File: src/utf8_to_utf16_transcoder_core_defines.svh
// assertion macros for the utf-8 to utf-16 transcoder
`ifndef UTF8_TO_UTF16_TRANSCODER_CORE_DEFINES_SVH
`define UTF8_TO_UTF16_TRANSCODER_CORE_DEFINES_SVH

`ifndef NO_ASSERTIONS

// property that must hold at every rising clock edge out of reset
`define U8U16_ASSERT(label, clock, resetn, prop) \
    label: assert property (@(posedge clock) disable iff (!resetn) (prop)) \
        else $error("assertion failed");

// condition that must never be true out of reset
`define U8U16_NEVER(label, clock, resetn, cond) \
    label: assert property (@(posedge clock) disable iff (!resetn) !(cond)) \
        else $error("forbidden condition seen");

`else

`define U8U16_ASSERT(label, clock, resetn, prop)
`define U8U16_NEVER(label, clock, resetn, cond)

`endif

`endif

File: src/u8u16_pkg.sv
package u8u16_pkg;

    // result status codes
    typedef enum logic [2:0] {
        ST_UNIT     = 3'd0,
        ST_BAD_LEAD = 3'd1,
        ST_TRUNC    = 3'd2,
        ST_BAD_CONT = 3'd3,
        ST_BAD_CP   = 3'd4
    } status_t;

    // decoder state carried between bytes
    typedef struct packed {
        logic [1:0]  bytes_needed;
        logic [2:0]  sequence_length;
        logic [20:0] point_accum;
        logic        continuation_bad;
        logic        skipping;
    } dec_state_t;

    // one utf-16 result word
    typedef struct packed {
        logic [15:0] code_unit;
        status_t     status;
        logic        pair_done;
        logic        text_done;
    } result_t;

    localparam int QUEUE_DEPTH = 4;
    localparam int PTR_W       = $clog2(QUEUE_DEPTH);
    localparam int CNT_W       = $clog2(QUEUE_DEPTH + 1);

    localparam logic [20:0] CP_MIN_2    = 21'h00080;
    localparam logic [20:0] CP_MIN_3    = 21'h00800;
    localparam logic [20:0] CP_MIN_4    = 21'h10000;
    localparam logic [20:0] CP_MAX      = 21'h10FFFF;
    localparam logic [20:0] CP_SUR_LO   = 21'h0D800;
    localparam logic [20:0] CP_SUR_HI   = 21'h0DFFF;
    localparam logic [20:0] CP_BMP_MAX  = 21'h0FFFF;
    localparam logic [5:0]  HI_SUR_TAG  = 6'b110110;
    localparam logic [5:0]  LO_SUR_TAG  = 6'b110111;

endpackage

File: src/u8u16_if.sv
// byte channel and code unit channel
interface u8u16_byte_if;
    logic       valid;
    logic       ready;
    logic [7:0] text_byte;
    logic       end_of_text;

    modport source (output valid, output text_byte, output end_of_text, input ready);
    modport sink (input valid, input text_byte, input end_of_text, output ready);
endinterface

interface u8u16_unit_if;
    logic        valid;
    logic        ready;
    logic [15:0] code_unit;
    logic [2:0]  status;
    logic        pair_done;
    logic        text_done;

    modport source (
        output valid, output code_unit, output status, output pair_done,
        output text_done, input ready
    );
    modport sink (
        input valid, input code_unit, input status, input pair_done,
        input text_done, output ready
    );
endinterface

File: src/u8u16_decode.sv
module u8u16_decode
    import u8u16_pkg::*;
(
    input  dec_state_t  state,
    input  logic [7:0]  text_byte,
    input  logic        end_of_text,
    output dec_state_t  state_next,
    output logic [1:0]  num_results,
    output result_t     res0,
    output result_t     res1
);

    logic [20:0] accum;
    logic [20:0] cp;
    logic [20:0] v;
    logic [1:0]  need;
    logic        cbad;
    logic        emit_point;
    logic        emit_error;
    status_t     err_code;
    logic        overlong;

    // continuation slot arithmetic
    assign accum = {state.point_accum[14:0], text_byte[5:0]};
    assign need  = state.bytes_needed - 2'd1;
    assign cbad  = state.continuation_bad | (text_byte[7:6] != 2'b10);

    always_comb
    begin
        overlong = ((state.sequence_length == 3'd2) && (accum < CP_MIN_2)) ||
                   ((state.sequence_length == 3'd3) && (accum < CP_MIN_3)) ||
                   ((state.sequence_length == 3'd4) && (accum < CP_MIN_4));
    end

    // byte classification and state update
    always_comb
    begin
        state_next = state;
        emit_point = 1'b0;
        emit_error = 1'b0;
        err_code   = ST_BAD_LEAD;
        cp         = {13'd0, text_byte};
        if (state.skipping)
        begin
            if (end_of_text)
                state_next = '0;
        end
        else if (state.bytes_needed == 2'd0)
        begin
            if (!text_byte[7])
            begin
                emit_point = 1'b1;
            end
            else if ((text_byte[7:5] == 3'b110) || (text_byte[7:4] == 4'b1110) ||
                     (text_byte[7:3] == 5'b11110))
            begin
                if (text_byte[7:5] == 3'b110)
                begin
                    state_next.point_accum     = {16'd0, text_byte[4:0]};
                    state_next.sequence_length = 3'd2;
                    state_next.bytes_needed    = 2'd1;
                end
                else if (text_byte[7:4] == 4'b1110)
                begin
                    state_next.point_accum     = {17'd0, text_byte[3:0]};
                    state_next.sequence_length = 3'd3;
                    state_next.bytes_needed    = 2'd2;
                end
                else
                begin
                    state_next.point_accum     = {18'd0, text_byte[2:0]};
                    state_next.sequence_length = 3'd4;
                    state_next.bytes_needed    = 2'd3;
                end
                state_next.continuation_bad = 1'b0;
                if (end_of_text)
                begin
                    emit_error = 1'b1;
                    err_code   = ST_TRUNC;
                end
            end
            else
            begin
                emit_error = 1'b1;
                err_code   = ST_BAD_LEAD;
            end
        end
        else
        begin
            state_next.point_accum      = accum;
            state_next.bytes_needed     = need;
            state_next.continuation_bad = cbad;
            cp                          = accum;
            if (need != 2'd0)
            begin
                if (end_of_text)
                begin
                    emit_error = 1'b1;
                    err_code   = ST_TRUNC;
                end
            end
            else if (cbad)
            begin
                emit_error = 1'b1;
                err_code   = ST_BAD_CONT;
            end
            else if (overlong || (accum > CP_MAX) ||
                     ((accum >= CP_SUR_LO) && (accum <= CP_SUR_HI)))
            begin
                emit_error = 1'b1;
                err_code   = ST_BAD_CP;
            end
            else
            begin
                state_next = '0;
                emit_point = 1'b1;
            end
        end
        if (emit_error)
        begin
            state_next          = '0;
            state_next.skipping = !end_of_text;
        end
    end

    // result words
    assign v = cp - CP_MIN_4;

    always_comb
    begin
        num_results = 2'd0;
        res0        = '0;
        res1        = '0;
        if (emit_error)
        begin
            num_results    = 2'd1;
            res0.status    = err_code;
            res0.pair_done = 1'b1;
            res0.text_done = 1'b1;
        end
        else if (emit_point)
        begin
            if (cp <= CP_BMP_MAX)
            begin
                num_results    = 2'd1;
                res0.code_unit = cp[15:0];
                res0.status    = ST_UNIT;
                res0.pair_done = 1'b1;
                res0.text_done = end_of_text;
            end
            else
            begin
                num_results    = 2'd2;
                res0.code_unit = {HI_SUR_TAG, v[19:10]};
                res0.status    = ST_UNIT;
                res1.code_unit = {LO_SUR_TAG, v[9:0]};
                res1.status    = ST_UNIT;
                res1.pair_done = 1'b1;
                res1.text_done = end_of_text;
            end
        end
    end

endmodule

File: src/utf8_to_utf16_transcoder_core.sv
// channel | modport      | payload                                    | per word
// text    | byte sink    | text_byte[7:0], end_of_text                | one utf-8 byte
// units   | unit source  | code_unit[15:0], status[2:0], pair_done,   | one utf-16 unit
//         |              | text_done                                  | or error
// one byte is taken per cycle while text.ready is high; a byte is decoded in the
// cycle it is accepted and its results land in a four-word result queue, first
// word visible next cycle; the queue drains one word per cycle while units.ready
// is high, and a surrogate pair is two words; text.ready is high while the queue
// has room for two words; it does not depend on units.ready in the same cycle
// rst_n clears the decoder state and empties the queue
`include "utf8_to_utf16_transcoder_core_defines.svh"

module utf8_to_utf16_transcoder_core
    import u8u16_pkg::*;
(
    input  logic         clk,
    input  logic         rst_n,
    u8u16_byte_if.sink   text,
    u8u16_unit_if.source units
);

    dec_state_t        state_reg;
    dec_state_t        state_next;
    logic [1:0]        num_results;
    result_t           res0;
    result_t           res1;
    result_t           queue_reg [QUEUE_DEPTH];
    logic [PTR_W-1:0]  wr_ptr_reg;
    logic [PTR_W-1:0]  wr_ptr_next;
    logic [PTR_W-1:0]  rd_ptr_reg;
    logic [PTR_W-1:0]  rd_ptr_next;
    logic [CNT_W-1:0]  count_reg;
    logic [CNT_W-1:0]  count_next;
    logic [CNT_W-1:0]  push_cnt;
    logic              accept;
    logic              pop;
    result_t           head;

    u8u16_decode u_decode (
        .state       (state_reg),
        .text_byte   (text.text_byte),
        .end_of_text (text.end_of_text),
        .state_next  (state_next),
        .num_results (num_results),
        .res0        (res0),
        .res1        (res1)
    );

    // handshakes
    assign text.ready = (count_reg <= CNT_W'(QUEUE_DEPTH - 2));
    assign accept     = text.valid & text.ready;
    assign pop        = units.valid & units.ready;
    assign push_cnt   = accept ? CNT_W'(num_results) : '0;

    // decoder state
    always_ff @(posedge clk or negedge rst_n)
    begin
        if (!rst_n)
            state_reg <= '0;
        else if (accept)
            state_reg <= state_next;
    end

    // queue pointers and fill count
    always_comb
    begin
        wr_ptr_next = wr_ptr_reg + PTR_W'(push_cnt);
        rd_ptr_next = rd_ptr_reg + PTR_W'(pop);
        count_next  = count_reg + push_cnt - CNT_W'(pop);
    end

    always_ff @(posedge clk or negedge rst_n)
    begin
        if (!rst_n)
        begin
            wr_ptr_reg <= '0;
            rd_ptr_reg <= '0;
            count_reg  <= '0;
        end
        else
        begin
            wr_ptr_reg <= wr_ptr_next;
            rd_ptr_reg <= rd_ptr_next;
            count_reg  <= count_next;
        end
    end

    // queue storage
    always_ff @(posedge clk)
    begin
        if (push_cnt != '0)
            queue_reg[wr_ptr_reg] <= res0;
        if (push_cnt == CNT_W'(2))
            queue_reg[wr_ptr_reg + PTR_W'(1)] <= res1;
    end

    // output word
    assign head            = queue_reg[rd_ptr_reg];
    assign units.valid     = (count_reg != '0);
    assign units.code_unit = head.code_unit;
    assign units.status    = head.status;
    assign units.pair_done = head.pair_done;
    assign units.text_done = head.text_done;

    // checks
    `U8U16_NEVER(a_count_bound, clk, rst_n, count_reg > CNT_W'(QUEUE_DEPTH))
    `U8U16_ASSERT(a_error_word, clk, rst_n,
        (units.valid && (units.status != ST_UNIT)) |->
        (units.pair_done && units.text_done && (units.code_unit == 16'd0)))
    `U8U16_ASSERT(a_pair_order, clk, rst_n,
        (accept && (num_results == 2'd2)) |-> (!res0.pair_done && res1.pair_done))
    `U8U16_ASSERT(a_skip_after_error, clk, rst_n,
        (accept && (num_results != 2'd0) && (res0.status != ST_UNIT) &&
         !text.end_of_text) |=> state_reg.skipping)

endmodule

File: src/flat_wrapper.sv
// flat-port wrapper written by rule: the top's interface ports become plain ports
module utf8_to_utf16_transcoder_core_flat import u8u16_pkg::*;
  (clk, rst_n, text_valid, text_text_byte, text_end_of_text, text_ready, units_valid, units_code_unit, units_status, units_pair_done, units_text_done, units_ready);
  u8u16_byte_if text_i ();
  u8u16_unit_if units_i ();
  input  logic clk;
  input  logic rst_n;
  input wire logic [$bits(text_i.valid)-1:0] text_valid;
  input wire logic [$bits(text_i.text_byte)-1:0] text_text_byte;
  input wire logic [$bits(text_i.end_of_text)-1:0] text_end_of_text;
  output wire logic [$bits(text_i.ready)-1:0] text_ready;
  output wire logic [$bits(units_i.valid)-1:0] units_valid;
  output wire logic [$bits(units_i.code_unit)-1:0] units_code_unit;
  output wire logic [$bits(units_i.status)-1:0] units_status;
  output wire logic [$bits(units_i.pair_done)-1:0] units_pair_done;
  output wire logic [$bits(units_i.text_done)-1:0] units_text_done;
  input wire logic [$bits(units_i.ready)-1:0] units_ready;
  assign text_i.valid = text_valid;
  assign text_i.text_byte = text_text_byte;
  assign text_i.end_of_text = text_end_of_text;
  assign text_ready = text_i.ready;
  assign units_valid = units_i.valid;
  assign units_code_unit = units_i.code_unit;
  assign units_status = units_i.status;
  assign units_pair_done = units_i.pair_done;
  assign units_text_done = units_i.text_done;
  assign units_i.ready = units_ready;
  utf8_to_utf16_transcoder_core u_core (.clk(clk), .rst_n(rst_n), .text(text_i), .units(units_i));
endmodule
File: config.mk
export PLATFORM = sky130hd
export DESIGN_NAME = utf8_to_utf16_transcoder_core_flat
export DESIGN_NICKNAME = d
export VERILOG_FILES = /design/src/u8u16_pkg.sv /design/src/u8u16_if.sv /design/src/u8u16_decode.sv /design/src/utf8_to_utf16_transcoder_core.sv /design/src/flat_wrapper.sv
export VERILOG_INCLUDE_DIRS = /design/src /design/src/src
export SDC_FILE = /design/constraint.sdc
export NUM_CORES = 1
export LEC_CHECK = 0
export BUFFER_PORTS_ARGS = -buffer_cell sky130_fd_sc_hd__buf_4
export CORE_MARGIN = 2
export CORE_UTILIZATION = 45
export CTS_CLUSTER_DIAMETER = 30
export CTS_CLUSTER_SIZE = 16
export DETAILED_ROUTE_END_ITERATION = 7
export SETUP_SLACK_MARGIN = 0.02
export SLEW_MARGIN = 20
export SYNTH_ARGS = -nofsm -noshare
export SYNTH_HDL_FRONTEND = slang
export SYNTH_SLANG_ARGS = --single-unit
File: constraint.sdc
create_clock -name clk -period 10.2 [get_ports clk]
set_clock_uncertainty 0.15 [all_clocks]
set_input_delay 0.51 -clock clk [delete_from_list [all_inputs] [get_ports clk]]
set_output_delay 0.51 -clock clk [all_outputs]
set_load 0.01 [all_outputs]
Yosys cells after proc, flatten, opt, wreduce, memory -nomap -nowiden --
Memory sizes are Yosys's and may differ from the RTL's. Index checks and enable logic that the tools add are counted.
Word-level totals: bits in registers 29, memory bits (writable) 84, bits of input ports 13, output and inout bits 23, word-level logic and storage cells 110, memories kept 1
Memories:
- u_core.queue_reg | depth 4, bits a word 21, read ports 1, clocked after memory_dff 0, write ports 2, line utf8_to_utf16_transcoder_core.sv:27 | result_t queue_reg [QUEUE_DEPTH];
Cells by class: add/subtract/negate cells 7, order comparisons 8, eq/ne operators 14, muxes and demuxes 52, bitwise operators 3, reduce and logical (&&, ||, !) cells 17
Operator list (count):
- 28-bit 2-to-1 mux | 6
- 21-bit 2-to-1 mux | 6
- 27-bit 2-to-1 mux | 3
- 21-bit by 16-bit less-or-equal comparator with 1-bit output (second input constant) | 2
- 26-bit 2-to-1 mux | 1
- 25-bit 2-to-1 mux | 1
- 21-bit by 16-bit >= comparator with 1-bit output (second input constant) | 1
- 21-bit greater-than comparator (second input constant) | 1
- 21-bit by 12-bit < comparator with 1-bit output (second input constant) | 1
- 21-bit by 17-bit < comparator with 1-bit output (second input constant) | 1
- 21-bit by 8-bit < comparator with 1-bit output (second input constant) | 1
- 3-bit 2-to-1 mux | 7
- 20-bit by 17-bit subtractor with 20-bit output (second input constant) | 1
- 1-bit 2-to-1 mux | 19
- 19-bit 2-to-1 mux | 1
- 16-bit 2-to-1 mux | 1
- 2-bit 2-to-1 mux | 6
- 4-bit by 3-bit inequality test with 1-bit output (second input constant) | 3
- 3-bit by 2-bit == test with 1-bit output (second input constant) | 3
- 7-bit AND reduction | 1
- 3-bit == test (second input constant) | 2
- 1-bit logical OR | 6
- 3-bit nonzero test | 2
- 5-bit == test (second input constant) | 1
- other kinds (20) | 24

Logic depth before layout (Yosys ltp) --
Gate-level depths: netlist (run 1).
depth after elaboration 17, gate-level depth with buffers 17, gate-level depth less buffers 17

Cells and area by module --
A second synthesis (run 1) with hierarchy kept.
Unflattened totals: cells, all modules 564, area, all modules 7093.1 um^2
Modules (own cells, without submodules):
- utf8_to_utf16_transcoder_core | times used 1, cells each 311, area each 5519.0 um^2, sequential area each 3398.3 um^2
- u8u16_decode | times used 1, cells each 253, area each 1574.0 um^2, sequential area each 0.0 um^2

Worst setup path after synthesis (run 1) --
Ideal clock, no wire load.
path type register to register, start point register u_core.state_reg[26] (netlist bit), end point register u_core.count_reg[2], library setup time 0.123 ns, data arrival time 3.434 ns, required time 9.927 ns, path slack 6.494 ns, cell stages (with the launch flop) 18, buffers on the path 2, period minus slack after synthesis 3.706 ns, cells stage by stage dfrtp_1 > inv_1 > ha_1 > nor2_4 > clkbuf_1 > nand2_1 > ha_1 > nor2b_1 > nand4_1 > nor4_4 > nor4b_4 > buf_6 > nand2_1 > ha_1 > inv_1 > fa_1 > xnor2_1 > xnor2_1
On the way: cells in the longest elaborated chain, start to end 10, elaborated cells between the ends (all ways) 18, classes of those cells add/sub: 3; order compare: 1; mux: 12; reduce/logical: 2
RTL lines:
- from (decl) | line utf8_to_utf16_transcoder_core.sv:22 | dec_state_t state_reg;
- from (signal assigned) | line utf8_to_utf16_transcoder_core.sv:61 | state_reg <= state_next;
- 2-bit logical NOT / 2-bit by 1-bit subtractor with 2-bit output (equally long branches) | line u8u16_decode.sv:48, u8u16_decode.sv:25
- 21-bit 2-to-1 mux / 2-bit nonzero test (equally long branches) | line u8u16_decode.sv:48, u8u16_decode.sv:94
- 21-bit 2-to-1 mux / 1-bit 2-to-1 mux (equally long branches) | line u8u16_decode.sv:43, u8u16_decode.sv:94
- 21-bit by 16-bit less-or-equal comparator with 1-bit output / 1-bit 2-to-1 mux (equally long branches) | line u8u16_decode.sv:143, u8u16_decode.sv:48
- 2-bit 2-to-1 mux / 1-bit 2-to-1 mux (equally long branches) | line u8u16_decode.sv:143, u8u16_decode.sv:43
- 2-bit 2-to-1 mux | line u8u16_decode.sv:141 | else if (emit_point)
- 2-bit 2-to-1 mux * | line u8u16_decode.sv:134 | if (emit_error)
- 2-bit 2-to-1 mux * | line utf8_to_utf16_transcoder_core.sv:53 | assign push_cnt = accept ? CNT_W'(num_results) : '0;
- 3-bit adder * | line utf8_to_utf16_transcoder_core.sv:69 | count_next = count_reg + push_cnt - CNT_W'(pop);
- 3-bit by 1-bit subtractor with 3-bit output * | line utf8_to_utf16_transcoder_core.sv:69
- via u_core.count_next[2] | line utf8_to_utf16_transcoder_core.sv:33 | logic [CNT_W-1:0] count_next;
- to (signal assigned) | line utf8_to_utf16_transcoder_core.sv:84 | count_reg <= count_next;
- to (decl) | line utf8_to_utf16_transcoder_core.sv:32 | logic [CNT_W-1:0] count_reg;
The timed path passes the listed nets; every way through them passes the cells marked *. A chain may end at the register's enable or synchronous reset.

==> impl_metrics.json, run 1 <==
{
  "path_max_fanout": 17,
  "wire_per_inst_um": 20.6,
  "crit_path_end_kind": "register",
  "syn-cell-area_mm2": 0.00581,
  "grt_overflow": 0,
  "fin_setup_tns_ns": 0,
  "syn_inst": 494,
  "drive_gt1_frac": 0.220,
  "whs_ns": 0.196,
  "ys.flop_type": "edfxtp_1",
  "clk_pin_slew_worst_paths_ns": 0.05,
  "r2r_start": "u_core.state_reg[26]$_DFFE_PN0P_",
  "postSynthAreaPerCell_um2": 11.8,
  "max_freq_mhz": 213,
  "fill_cells": 1105,
  "finish.instance_area_mm2": 0.00681,
  "min_period_over_period": 0.460,
  "final_cells": 714,
  "boundaryPins": 36,
  "dpl.cell_count": 681,
  "dpl.hpwl_um": 10700,
  "start_kind": "register",
  "worstHoldStart": "text_end_of_text",
  "die_x_um": 118,
  "cts_root_buf": "clkbuf_16",
  "p_per_area_mw_per_mm2": 281,
  "io_buffers": 35,
  "grt_pass1_vias": 4230,
  "peakVddDrop_mv": 0.120,
  "ant_nets": 0,
  "grt_max_degree": 30,
  "setup_viol": 0,
  "start_util": 0.460,
  "synth_seq_cells": 113,
  "grt_pass1_wl_um": 23900,
  "dp_slack_ns": 5.58,
  "cts_tree": "done",
  "worst_ep_arrival_time_ns": 4.58,
  "status": "completed",
  "multiInputGateArea_mm2": 0.00253,
  "finalHoldViolCount": 0,
  "fin_ws_ns": 5.51,
  "n_antenna_cell": 0,
  "p_leak_nw": 2.45,
  "cts-resized-gates": 0,
  "gp_congestion": 0.937,
  "vias_per_cell": 5.89,
  "numCtsBuffers": 17,
  "synth.distinct_cells": 73,
  "worst_pin_slew_ns": 0.879,
  "crit_start": "u_core.state_reg[26]$_DFFE_PN0P_",
  "yosys_warnings": 0,
  "yosysTopAreaCell": "edfxtp_1",
  "clk_latency_ns": 0.41,
  "rows": 41,
  "die_h_um": 118,
  "grt_setup_unrepaired": "false",
  "path_class": "reg2reg",
  "placed_area_mm2": 0.00620,
  "synth_edf_count": 68,
  "clock_sinks": 113,
  "cts_buffer_depth": 2,
  "r2r_slack_ns": 5.51,
  "largest_reg_flops": 84,
  "coreArea_mm2": 0.0126,
  "fin_crit_ns": 4.69,
  "ys_seq_area_frac": 0.532,
  "syn-num-nets": 517,
  "layout.nets": 552,
  "syn2layout_area_growth_pct": 17.3,
  "total_power_mw": 1.91,
  "grt.total_usage": 0.227,
  "fp.dieArea_mm2": 0.0138,
  "synth_top_cell_area_share": 0.352,
  "slew-limit-headroom": 0.411,
  "cp.required_ns": 10.09,
  "hp-class": "in2reg",
  "cts_max_level": 4,
  "maxSlewViolCount": 0,
  "vias": 4204,
  "first_pass_iters": 5,
  "drtIter0Drc": 379,
  "async_flop_share": 0.257,
  "fin_util": 0.540,
  "drt_wl_total_um": 14700,
  "drc": 0,
  "antenna_found_initial": 0,
  "drv_cap": 0,
  "final-seq-area_mm2": 0.00309,
  "synthTopCellsByArea": "edfxtp_1, dfrtp_1, mux4_2, dfxtp_1, nand2_1"
}
-- synthesized netlist by cell type (4+ instances only) --
cell and n:
dfxtp_1 16, dfrtp_1 29, clkbuf_1 16, or2_2 4, nand2b_1 5, inv_1 21, edfxtp_1 68, or3_1 6
o2bb2ai_1 6, nand3_1 18, o211ai_1 4, a22o_1 4, mux4_2 21, and2_1 6, a21oi_1 17, nor2_1 36
o21ai_1 9, o22ai_1 27, o21ai_0 30, nand2_1 54, ha_1 9, o22ai_2 4, nor3_1 5, xor2_1 4
-- where the power goes --
part | switching (mW) | leakage (nW) | internal, mW
clock network | 0.195 | 0.285 | 0.403
registers | 0.0939 | 1.11 | 0.571
logic | 0.368 | 1.05 | 0.280
-- cell families (layout without fill, tap and decap cells) --
kind of cell               Yosys count  after routing  share of synthesized area
AOI/OAI and AO/OA                  130            130                      0.162
xor gates and xnor gates             7              7                     0.0106
adders and majority gates           10             10                     0.0228
buffers and inverters               45             93                     0.0330
DFF                                113            113                      0.532
muxes                               24             24                     0.0866
and+or+nand+nor                    165            165                      0.153
-- worst paths after layout --
path / to / cells after the start
worst max-delay path: u_core.queue_reg[3][11]$_DFFE_PP_ / 13
worst min-delay path: u_core.state_reg[0]$_DFFE_PN0P_ / 2
max in group asynchronous: u_core.state_reg[0]$_DFFE_PN0P_ / 2
min in group asynchronous: u_core.state_reg[10]$_DFFE_PN0P_ / 2
worst min register to register: u_core.queue_reg[0][18]$_SDFFE_PP0P_ / 2
worst max register to register: u_core.queue_reg[3][11]$_DFFE_PP_ / 13
-- worst max-delay path, stage by stage, from the launching register on --
cell     delay [ns]
dfrtp_1        0.36
inv_1          0.07
ha_1           0.43
nor2_4         0.45
and2_1         0.31
inv_1          0.07
ha_1           0.20
nor2b_1        0.14
nand4_1        0.13
nor4_4         0.08
nor4b_4        0.75
and2_1         0.44
a21oi_1        0.17
inv_1          0.55
-- cells in the final DEF, fill, tap and decap left out, types with 3 or more instances in the layout --
cell / n
mux2i_1: 3
ha_1: 9
o22ai_2: 4
or3_1: 6
or2_2: 4
bufinv_16: 4
xnor2_1: 3
clkbuf_16: 17
and2_1: 6
a21oi_1: 17
o22ai_1: 27
nor2_1: 36
inv_1: 21
nand3_1: 18
a21o_1: 3
nand4_1: 3
o211ai_1: 4
nand2_1: 54
xor2_1: 4
nand2b_1: 5
edfxtp_1: 68
dfrtp_1: 29
o21ai_1: 9
nor3_1: 5
o2bb2ai_1: 6
a22o_1: 4
buf_4: 39
clkinv_1: 5
nor2b_1: 3
mux4_2: 21
o21ai_0: 30
dfxtp_1: 16
-- layout make-up --
class / instances / area share
Sequential cell: 113 / 0.453
Clock inverter: 13 / 0.0246
Multi-Input combinational cell: 336 / 0.371
Tap cell: 172 / 0.0316
Inverter: 21 / 0.0116
Timing Repair Buffer: 40 / 0.0444
Clock buffer: 19 / 0.0635
-- layer usage --
| layer | GRT usage | routed length, um | up-vias |
|---|---|---|---|
| li1 | - | - | 1951 |
| met5 | 0 | 0 | - |
| met1 | 0.307 | 6540 | 2057 |
| met4 | 0.0911 | 415 | 0 |
| met2 | 0.346 | 6820 | 164 |
| met3 | 0.0630 | 916 | 32 |
-- timing repair --
item,in CTS,in global routing
endpoints found under the hold margin,29,0
setup buffers,0,0
hold buffers,1,0
Note: power is estimated with default switching activity, not from simulation.
==> run 2: changes to the inputs <==
Clock period 10.2 ns to 3.87 ns, I/O delays scaled along.
==> run 2 against run 1 <==
Final area increased by 2.8%. Global-route usage increased by 0.57 points. Combinational power increased to 2.7 times the previous value. Sequential power increased to 2.7 times the previous value. Clock-buffer cell count increased by 1. Clock power increased to 2.7 times the previous value. Non-clock buffer count increased by 21. Power increased to 2.7 times the previous value. Utilization increased by 1.5 points.
==> impl_metrics.json, run 2 (synthesis gave the netlist of run 1 again) <==
{
  "status": "completed",
  "cts_buffer_depth": 2,
  "p_per_area_mw_per_mm2": 737,
  "fin_ws_ns": 0.360,
  "grt_pass1_wl_um": 24400,
  "min_path_cells": 4,
  "cts-resized-gates": 0,
  "setup_viol": 0,
  "maxSlewViolCount": 0,
  "path_max_fanout": 17,
  "grt_overflow": 0,
  "cpMaxStageDelayCell": "inv_1",
  "grt.total_usage": 0.232,
  "clock_sinks": 113,
  "final_cell_mix": "edfxtp_1, nand2_1, buf_4, nor2_1, o21ai_0",
  "cp_num_cells": 14,
  "start_kind": "register",
  "worst-path-buf-inv": 4,
  "fin_crit_ns": 3.51,
  "max_freq_mhz": 285,
  "min_period_over_period": 0.907,
  "r2r_slack_ns": 0.36,
  "rows": 41,
  "die_h_um": 118,
  "grt_max_degree": 30,
  "crit_path_end_kind": "register",
  "dpl.hpwl_um": 11100,
  "gp_congestion": 0.971,
  "peakVddDrop_mv": 0.363,
  "fin_setup_tns_ns": 0,
  "cts_tree": "done",
  "drc": 0,
  "antenna_found_initial": 0,
  "die_x_um": 118,
  "start_util": 0.460,
  "cp.required_ns": 3.76,
  "vias_per_cell": 5.84,
  "drt_wl_total_um": 15200,
  "crit_start": "u_core.state_reg[26]$_DFFE_PN0P_",
  "layout_commonest_cell": "edfxtp_1",
  "cts_root_buf": "clkbuf_16",
  "cts_max_level": 4,
  "path_cells": "inv_1, ha_1, nor2_4, and2_1, inv_1, ha_1, nor2b_1, nand4_1, nor4_4, nor4b_4, buf_4, and2_1, a21oi_1, inv_1",
  "grt_pass1_vias": 4280,
  "drive_gt1_frac": 0.247,
  "clk_latency_ns": 0.41,
  "critPathCapture": "u_core.queue_reg[3][7]$_DFFE_PP_",
  "slew-limit-headroom": 0.486,
  "first_pass_iters": 5,
  "p_leak_nw": 2.55,
  "largest_reg_flops": 84,
  "syn2layout_area_growth_pct": 20.6,
  "crit_top_cell": "inv_1",
  "drv_cap": 0,
  "grt_setup_unrepaired": "false",
  "r2r-end": "u_core.queue_reg[3][7]$_DFFE_PP_",
  "fin_util": 0.555,
  "coreArea_mm2": 0.0126,
  "path_class": "reg2reg",
  "numCtsBuffers": 17,
  "io_buffers": 35,
  "layout.nets": 573,
  "wire_per_inst_um": 20.6,
  "hp-class": "in2reg",
  "boundaryPins": 36,
  "fill_cells": 1127,
  "total_power_mw": 5.16,
  "post-cts-setup-buffers": 0,
  "ff2ff_path_depth": 14,
  "fp.dieArea_mm2": 0.0138,
  "r2r_start": "u_core.state_reg[26]$_DFFE_PN0P_",
  "clk_pin_slew_worst_paths_ns": 0.05,
  "worst_ep_arrival_time_ns": 3.40,
  "drtIter0Drc": 401,
  "n_antenna_cell": 0,
  "slowest_delay_ns": 0.60,
  "ant_nets": 0,
  "crit_family": "simple AND/OR/NAND/NOR gates",
  "finalHoldViolCount": 0,
  "vias": 4294,
  "worst_pin_slew_ns": 0.772,
  "dp_slack_ns": 0.375
}
## run 2: cell count changes in the layout (fill, tap and decap cells not counted), moves of 2 or more
| cell | before | now |
|---|---|---|
| clkinvlp_4 | 2 | 5 |
| clkbuf_8 | 0 | 2 |
| clkinv_1 | 5 | 0 |
| buf_4 | 39 | 53 |
| dlygate4sd3_1 | 1 | 8 |
## run 2: metal layers
| metal | global-route usage | vias up | wire length, um |
|---|---|---|---|
| li1 | - | 1991 | - |
| met1 | 0.319 | 2134 | 7000 |
| met2 | 0.354 | 143 | 7090 |
| met3 | 0.0538 | 26 | 741 |
| met4 | 0.102 | 0 | 346 |
| met5 | 0 | - | 0 |
## run 2: layout make-up
class / instances / area [um^2] / area share
Inverter: 21 / 78.8 / 0.0113
Sequential cell: 113 / 3090 / 0.441
Tap cell: 172 / 215 / 0.0307
Clock buffer: 20 / 457 / 0.0652
Clock inverter: 12 / 159 / 0.0227
Timing Repair Buffer: 61 / 478 / 0.0683
Multi-Input combinational cell: 336 / 2530 / 0.361
## run 2: worst min-delay path: cells and delay by family
family / cells / cell delay (ns)
simple gates: 1 / 0.06
buf+inv: 1 / 0.12
compound gates: 2 / 0.16
## run 2: worst min-delay path by stage
stage,start,end,slack [ns]
after detailed placement,rst_n,u_core.state_reg[10]$_DFFE_PN0P_,-0.007
final,text_text_byte[7],u_core.state_reg[1]$_DFFE_PN0P_,0.02
after global routing,units_ready,u_core.rd_ptr_reg[0]$_DFF_PN0_,0.04
after global placement,rst_n,u_core.state_reg[10]$_DFFE_PN0P_,-0.006
after CTS,text_text_byte[7],u_core.state_reg[1]$_DFFE_PN0P_,0.004
after floorplan,rst_n,u_core.count_reg[0]$_DFF_PN0_,-0.25
## run 2: metrics by stage
stage | hold WS [ns] | instance area, um^2 | std cells
finish | 0.0167 | 7000 | 735
global route | 0.0408 | 7000 | 735
CTS | 0.00399 | 7000 | 735
detailed placement | -0.00657 | 6310 | 695
global placement | -0.00636 | 6310 | 695
floorplan | -0.252 | 5810 | 494
## run 2: report_power, final
part	switching [mW]	total (mW)	internal, mW
Combinational	0.991	1.78	0.790
Clock	0.563	1.61	1.05
Sequential	0.265	1.77	1.50
## run 2: timing repair
action	CTS	global route
hold endpoints to repair	37	0
setup endpoints to repair	0	0
hold buffers	8	0
==> run 3: changes to the inputs <==
Settings changed: CTS_BUF_LIST set to sky130_fd_sc_hd__clkbuf_16.
==> run 3 against run 2 <==
Combinational power about the same. Final area decreased by 0.29%. Global-route usage about the same. Worst setup slack got worse by 0.0076 ns. Sequential share of layout area increased by 0.13 points. Maximum frequency decreased by 0.21%. First-iteration DRC count decreased by 9.5%. Utilization decreased by 0.16 points. Register-to-register slack about the same.
==> impl_metrics.json, run 3 (synthesis gave the netlist of run 1 again) <==
{
  "status": "completed",
  "cts_max_level": 4,
  "start_util": 0.460,
  "fp.dieArea_mm2": 0.0138,
  "fill_cells": 1127,
  "whs_ns": 0.0210,
  "boundaryPins": 36,
  "power_frac_clock": 0.306,
  "clk_latency_ns": 0.41,
  "pwr-share-seq": 0.346,
  "p_comb_frac": 0.348,
  "drv_cap": 0,
  "fin_util": 0.553,
  "min_path_cells": 4,
  "fin_setup_tns_ns": 0,
  "layout.nets": 573,
  "io_buffers": 35,
  "intPower_mw": 3.30,
  "finish.instance_area_mm2": 0.00698,
  "dp_slack_ns": 0.375,
  "numCtsBuffers": 17,
  "worst_pin_slew_ns": 0.769,
  "total_power_mw": 5.11,
  "final_cells": 735,
  "grt.total_usage": 0.232,
  "placed_area_mm2": 0.00631,
  "syn2layout_area_growth_pct": 20.3,
  "r2r_slack_ns": 0.35,
  "cp_num_cells": 14,
  "slew-limit-headroom": 0.487,
  "p_per_area_mw_per_mm2": 732,
  "die_x_um": 118,
  "vias_per_cell": 5.88,
  "drtIter0Drc": 363,
  "layout_commonest_cell": "edfxtp_1",
  "cts_buffer_depth": 2,
  "grt_setup_unrepaired": "false",
  "grt_pass1_vias": 4279,
  "crit_family": "simple AND/OR/NAND/NOR gates",
  "antenna_found_initial": 0,
  "dpl.hpwl_um": 11100,
  "path_class": "reg2reg",
  "gp_congestion": 0.971,
  "vias": 4320,
  "finalHoldViolCount": 0,
  "maxSlewViolCount": 0,
  "max_freq_mhz": 284,
  "drc": 0,
  "ant_nets": 0,
  "cts_tree": "done",
  "cts-resized-gates": 0,
  "crit_path_end_kind": "register",
  "start_kind": "register",
  "sw_frac_of_total": 0.355,
  "wire_per_inst_um": 20.6,
  "path_max_fanout": 17,
  "final_cell_mix": "edfxtp_1, nand2_1, buf_4, nor2_1, o21ai_0",
  "clock_sinks": 113,
  "switchingPower_mw": 1.82,
  "grt_max_degree": 30,
  "path_cells": "inv_1, ha_1, nor2_4, and2_1, inv_1, ha_1, nor2b_1, nand4_1, nor4_4, nor4b_4, buf_4, and2_1, a21oi_1, inv_1",
  "clk_pin_slew_worst_paths_ns": 0.05,
  "grt_pass1_wl_um": 24400,
  "rows": 41,
  "drt_wl_total_um": 15200,
  "setup_viol": 0,
  "ff2ff_path_depth": 14,
  "coreArea_mm2": 0.0126,
  "crit_top_cell": "inv_1",
  "largest_reg_flops": 84,
  "drive_gt1_frac": 0.243,
  "hp-class": "in2reg",
  "fin_ws_ns": 0.353,
  "grt_overflow": 0,
  "n_antenna_cell": 0,
  "min_period_over_period": 0.909,
  "peakVddDrop_mv": 0.363,
  "cts_root_buf": "clkbuf_16",
  "first_pass_iters": 5,
  "slowest_delay_ns": 0.58,
  "p_leak_nw": 2.54,
  "dpl.cell_count": 695,
  "die_h_um": 118,
  "cpMaxStageDelayCell": "inv_1",
  "fin_crit_ns": 3.52,
  "worst_ep_arrival_time_ns": 3.41,
  "cp.required_ns": 3.76,
  "worst-path-buf-inv": 4
}
[run 3: cell count changes in the layout (fill, tap and decap cells not counted), sizes merged]
| cell | delta |
|---|---|
| clkbuf | -3 |
| clkinv | +2 |
| inv | +1 |
[run 3: power by group through the flow]
stage	clock (mW)	combinational (mW)	sequential (mW)
6_report	1.57	1.78	1.77
5_1_grt	1.64	1.94	1.79
4_1_cts	1.58	1.78	1.76
3_5_place_dp	0	1.77	1.78
3_3_place_gp	0	1.73	1.77
2_1_floorplan	0	1.25	1.66
[run 3: final cells by class]
| class | count | area [um^2] | share of cell area |
|---|---|---|---|
| Timing Repair Buffer | 61 | 478 | 0.0684 |
| Inverter | 21 | 78.8 | 0.0113 |
| Clock buffer | 17 | 425 | 0.0609 |
| Clock inverter | 15 | 170 | 0.0244 |
| Sequential cell | 113 | 3090 | 0.442 |
| Multi-Input combinational cell | 336 | 2530 | 0.362 |
| Tap cell | 172 | 215 | 0.0308 |
[run 3: per-layer routing]
metal | global-route usage | up-vias | part of all wire
li1 | - | 1995 | -
met1 | 0.319 | 2128 | 0.45
met2 | 0.354 | 168 | 0.47
met3 | 0.0538 | 29 | 0.059
met4 | 0.102 | 0 | 0.024
met5 | 0 | - | 0
[run 3: path summary, 6_finish.rpt]
kind                                                          start                                  end
worst min register to register  u_core.queue_reg[0][4]$_SDFFE_PP0P_  u_core.queue_reg[0][4]$_SDFFE_PP0P_
max in group asynchronous                                     rst_n      u_core.state_reg[0]$_DFFE_PN0P_
worst max-delay path               u_core.state_reg[26]$_DFFE_PN0P_     u_core.queue_reg[3][6]$_DFFE_PP_
min in group asynchronous                                     rst_n     u_core.state_reg[15]$_DFFE_PN0P_
worst min-delay path                              text_text_byte[7]      u_core.state_reg[1]$_DFFE_PN0P_
worst max register to register     u_core.state_reg[26]$_DFFE_PN0P_     u_core.queue_reg[3][6]$_DFFE_PP_
[run 3: timing repair]
| item | CTS | global route |
|---|---|---|
| buffers inserted | 0 | 0 |
| hold buffers | 8 | 0 |
| hold endpoints to repair | 37 | 0 |
[run 3: worst register-to-register path: stages, from the launching register on]
cell and delay [ns]:
dfrtp_1 0.38, inv_1 0.08, ha_1 0.24, nor2_4 0.11, and2_1 0.25, inv_1 0.07
ha_1 0.20, nor2b_1 0.13, nand4_1 0.13, nor4_4 0.08, nor4b_4 0.25, buf_4 0.25
and2_1 0.17, a21oi_1 0.07, inv_1 0.58
